`src/rtl/core/bsa_ram.sv`:
```
// ----------------------------------------------------------------------------
// Block segment allocator RAM
// Simple dual-port RAM, one write port, one read port with registered data.
// ----------------------------------------------------------------------------
`timescale 1ns / 1ps
`default_nettype none

module bsa_ram #(
    parameter int WIDTH = 32,
    parameter int DEPTH = 16
) (
    input  wire logic                     aclk,
    input  wire logic                     we,
    input  wire logic [$clog2(DEPTH)-1:0] waddr,
    input  wire logic [WIDTH-1:0]         wdata,
    input  wire logic [$clog2(DEPTH)-1:0] raddr,
    output logic      [WIDTH-1:0]         rdata
);

    logic [WIDTH-1:0] mem [DEPTH];

    // Write, then register the read word
    always_ff @(posedge aclk) begin
        if (we) begin
            mem[waddr] <= wdata;
        end
        rdata <= mem[raddr];
    end

endmodule

`default_nettype wire

```
`config.mk`:
```
export PLATFORM = sky130hd
export DESIGN_NAME = bsa_ram
export DESIGN_NICKNAME = d
export VERILOG_FILES = /design/src/rtl/core/bsa_ram.sv
export SDC_FILE = /design/constraint.sdc
export NUM_CORES = 1
export LEC_CHECK = 0
export BUFFER_PORTS_ARGS = -buffer_cell sky130_fd_sc_hd__buf_2
export CAP_MARGIN = 20
export CORE_UTILIZATION = 55
export DETAILED_ROUTE_END_ITERATION = 7
export PLACE_DENSITY_LB_ADDON = 0.05
export REMOVE_ABC_BUFFERS = 1
export SETUP_SLACK_MARGIN = 0.2
export SLEW_MARGIN = 10
export SYNTH_ARGS = -nofsm -noshare
export SYNTH_HDL_FRONTEND = slang
export SYNTH_SLANG_ARGS = --single-unit
```
`constraint.sdc`:
```
create_clock -name aclk -period 4.6 [get_ports aclk]
set_input_delay 0.69 -clock aclk [delete_from_list [all_inputs] [get_ports aclk]]
set_output_delay 0.69 -clock aclk [all_outputs]
set_load 0.05 [all_outputs]
```
* Yosys cells after proc, flatten, opt, wreduce, memory -nomap -nowiden
Memories as Yosys holds them, arrays and structs flattened. A register that Yosys moved wholly into a read port is not among the register bits.
Index checks and enable logic that the tools add are counted.
W data, S select, Z words.
** Operators by class
- Mux-type cells :: 2
** Operator list (count)
- $mux W1 :: 2
** Storage, ports and cells
- Bits in registers :: 0
- Memory bits (writable) :: 512
- Output and inout bits :: 32
- Logic and storage cells :: 3
- Memories :: 1
** Memories
- mem :: depth 16, bits a word 32, rd ports 1, clocked after Yosys merged registers in 1, wr ports 1, line 20 : logic [WIDTH-1:0] mem [DEPTH];

* Logic depth before layout (Yosys ltp)
- Depth after elaboration :: 2
- Gate-level depth with buffers :: 5
- Depth with buffers taken out :: 3

* Worst setup path before layout
No wires, ideal clock.
- Path type :: input -> register
- Start :: input port waddr[2]
- End :: memory mem[0][0], enable pin
- Setup time :: 0.461 ns
- Arrival :: 3.408 ns
- Setup slack :: 0.730 ns
- Stages :: 2
- Buffers on the path :: 0
- Path through :: or3b_2 -> nor3_1
** RTL lines
- start, declared :: line 14 : input wire logic [$clog2(DEPTH)-1:0] waddr,
- end, declared :: line 20
No word-level cell before the write port.

* Worst setup path after layout
- Start :: input port waddr[2]
- End :: memory mem[9][6], enable pin
No word-level cell before the write port.

==> results.rst <==
.. list-table::
   :header-rows: 1

   * - Metric
     - Value
   * - Kind of capture point of the worst setup path
     - flip-flop
   * - Wire length of the first global-routing pass
     - 60.62 mm
   * - RSZ-0062 raised after global routing
     - no
   * - Via count
     - 8910
   * - Relative slew slack
     - 0.3870
   * - Final hold violation count
     - 0
   * - Post-detailed-route via-to-cell ratio
     - 6.115
   * - Number of library cell types mapped by synthesis
     - 18
   * - Initial antenna violation count
     - 1
   * - Highest-count cells in the layout ignoring fill and taps
     - sky130_fd_sc_hd__edfxtp_1 (512), sky130_fd_sc_hd__mux4_2 (128), sky130_fd_sc_hd__buf_2 (71)
   * - Final HPWL DP
     - 21.55 mm
   * - Largest net degree at the start of global routing
     - 50
   * - Syn Inst Count
     - 838
   * - Number of port buffers
     - 73
   * - Leak
     - 7.358 nW
   * - Minimum clock period
     - 2209 ps
   * - Remaining routing DRC violations
     - 0
   * - Detailed Route WL
     - 40.64 mm
   * - Synth warnings
     - 0
   * - Die height
     - 192.0 um
   * - Top cells by area, synth
     - sky130_fd_sc_hd__edfxtp_1 (77%), sky130_fd_sc_hd__mux4_2 (15%), sky130_fd_sc_hd__dfxtp_1 (3.2%)
   * - Status
     - finished clean
   * - Skew final
     - 12.78 ps
   * - Flop and latch count out of synthesis
     - 544
   * - Number of cell instances on the worst register-to-register path
     - 3
   * - WP data required
     - 4840 ps
   * - Die Wd
     - 192.0 um
   * - HP Class
     - in -> reg
   * - Hold-critical path depth
     - 1
   * - Inserted Clock Buffers
     - 54
   * - Yosys top cell area share
     - 0.7744
   * - Number of hold buffers added after cts
     - 0
   * - Global-route congestion overflow total
     - 0
   * - CTS sink count
     - 544
   * - Number of nets still failing antenna checks after routing
     - 0
   * - H-tree levels
     - 2
   * - Met2 Track Usage GR
     - 0.3668
   * - Fin Hold WS
     - 468.4 ps
   * - Post-synthesis sequential area ratio
     - 0.8067
   * - Root cell of the clock tree
     - sky130_fd_sc_hd__clkbuf_16
   * - Average size of a mapped cell
     - 23.69 sq um
   * - Clock latency at the later pin of the worst-skew pair
     - 590 ps
   * - Share of the cycle needed by the critical path after routing
     - 0.4803
   * - Pins over their slew limit
     - 0
   * - Critical Path Fanout Max
     - 19
   * - FILL cells
     - 2349
   * - Count of TritonRoute iterations in the first routing pass
     - 5
   * - Placeable core region
     - 35570 sq um
   * - GRT busiest layer
     - met2
   * - Starting DRT DRC Count
     - 707
   * - Syn Std Cell Area
     - 19850 sq um
   * - Transition time of the tightest slew-check pin
     - 917.4 ps
   * - Final weighted congestion in routability-driven placement
     - 0.7257
   * - TritonCTS clock tree
     - yes
   * - Routing usage on met1
     - 0.3402
   * - Finish-stage setup viols
     - 0
   * - CP Launch Type
     - input port
   * - Area enclosed by the die boundary
     - 36860 sq um
   * - Number of top-level pins
     - 74
   * - Number of nets in the final layout
     - 990
   * - Maximum Capacitance Violations
     - 0
   * - VDD IR-drop max
     - 0.3977 mV
   * - Library cell occupying the most area in the post-synthesis netlist
     - sky130_fd_sc_hd__edfxtp_1
   * - Via count of the first global-routing pass
     - 9543
   * - Pwr dens
     - 462.0 nW/um^2
   * - Number of buffers on the longest clock path
     - 3
   * - Maximum clock frequency
     - 452.7 MHz
   * - Arrival time of the worst setup path
     - 2450 ps
   * - Average wire per cell in the routed design
     - 27.89 um
   * - All-layer global routing usage
     - 0.2335
   * - Clock slew at reported path FFs
     - 60 ps
   * - Share of cells above drive strength 1
     - 0.3280
   * - Classification of the worst setup path
     - in -> reg
   * - Most common cell after layout, fill and taps aside
     - sky130_fd_sc_hd__edfxtp_1
   * - Met3 track demand over resource in global routing
     - 0.04294
   * - Fin Setup TNS
     - 0 ps
   * - Post-cts gate resize count
     - 0
   * - Row cnt
     - 69
   * - Number of setup buffers added after CTS
     - 0
   * - Initial Utilization
     - 0.5582
   * - Post-synthesis to final-layout area growth
     - 14.65%
registers in the layout, summed over array words and instances (netlist names):
signal,cells
mem,512
rdata,32
kinds of logic after synthesis:
kind of cell	count (synthesis)	share of synthesized area
mux	128	0.1452
buf+inv	43	0.01122
flops	544	0.8067
simple gates	59	0.01273
compound gates	64	0.02420
worst max-delay path, stage by stage:
cell and delay [ps]:
sky130_fd_sc_hd__buf_2 120, sky130_fd_sc_hd__nand3b_1 360, sky130_fd_sc_hd__nor2_4 800, sky130_fd_sc_hd__buf_4 470
cells in the mapped netlist:
| cell | instances |
|---|---|
| sky130_fd_sc_hd__edfxtp_1 | 512 |
| sky130_fd_sc_hd__mux4_2 | 128 |
| sky130_fd_sc_hd__a22oi_1 | 64 |
| sky130_fd_sc_hd__nand2_1 | 33 |
| sky130_fd_sc_hd__dfxtp_1 | 32 |
| sky130_fd_sc_hd__clkbuf_1 | 17 |
| sky130_fd_sc_hd__nor2_1 | 13 |
| sky130_fd_sc_hd__buf_4 | 11 |
| sky130_fd_sc_hd__buf_1 | 9 |
| sky130_fd_sc_hd__buf_2 | 4 |
| sky130_fd_sc_hd__nor3_1 | 4 |
| sky130_fd_sc_hd__buf_6 | 2 |
| sky130_fd_sc_hd__nand2b_1 | 2 |
| sky130_fd_sc_hd__nand3b_1 | 2 |
| sky130_fd_sc_hd__nor2b_1 | 2 |
| sky130_fd_sc_hd__and2_1 | 1 |
| sky130_fd_sc_hd__nand3_1 | 1 |
| sky130_fd_sc_hd__or3b_2 | 1 |
final timing paths:
path,start,endpoint,slack [ps]
min reg2reg,mem[12][21]$_DFFE_PP_,rdata[21]$_DFF_P_,660
min,wdata[11],mem[14][11]$_DFFE_PP_,470
max,waddr[2],mem[9][6]$_DFFE_PP_,2390
max reg2reg,mem[11][18]$_DFFE_PP_,rdata[18]$_DFF_P_,3240
report_power, final:
part / leakage, nW / internal, W / switching [W] / total (W)
Clock: 0.882 / 0.00258 / 0.00178 / 0.00435
Sequential: 4.89 / 0.00554 / 0.0000367 / 0.00558
Combinational: 1.58 / 0.000200 / 0.000385 / 0.000585
Total: 7.36 / 0.00832 / 0.00220 / 0.0105
through the flow:
stage	instances	area, sq um	utilization	total power [W]	setup slack, ps
2_1_floorplan	795	19630	-	0.006002	730.4
3_3_place_gp	1349	20910	0.5877	0.006251	1820
3_5_place_dp	1353	20990	0.5900	0.006275	1746
4_1_cts	1455	22760	0.6398	0.01061	2416
5_1_grt	1455	22760	0.6398	0.01084	2282
6_report	1457	22760	0.6399	0.01052	2391
cell type report:
type                       count  area (sq um)  share of cell area
antenna                        2         5.005           0.0002199
timing repair buffer          97         644.4             0.02831
tap                          461         576.8             0.02534
clock inverter                28         261.5             0.01149
sequential                   544         16020              0.7036
clock buffer                  74          1510             0.06635
multi-input combinational    251          3749              0.1647
layer usage:
layer,part of all wire,wire length [um]
met5,0,0
met4,0.016,648
met3,0.059,2387
met2,0.49,19870
met1,0.44,17730
(Power assumes the default switching activity.)
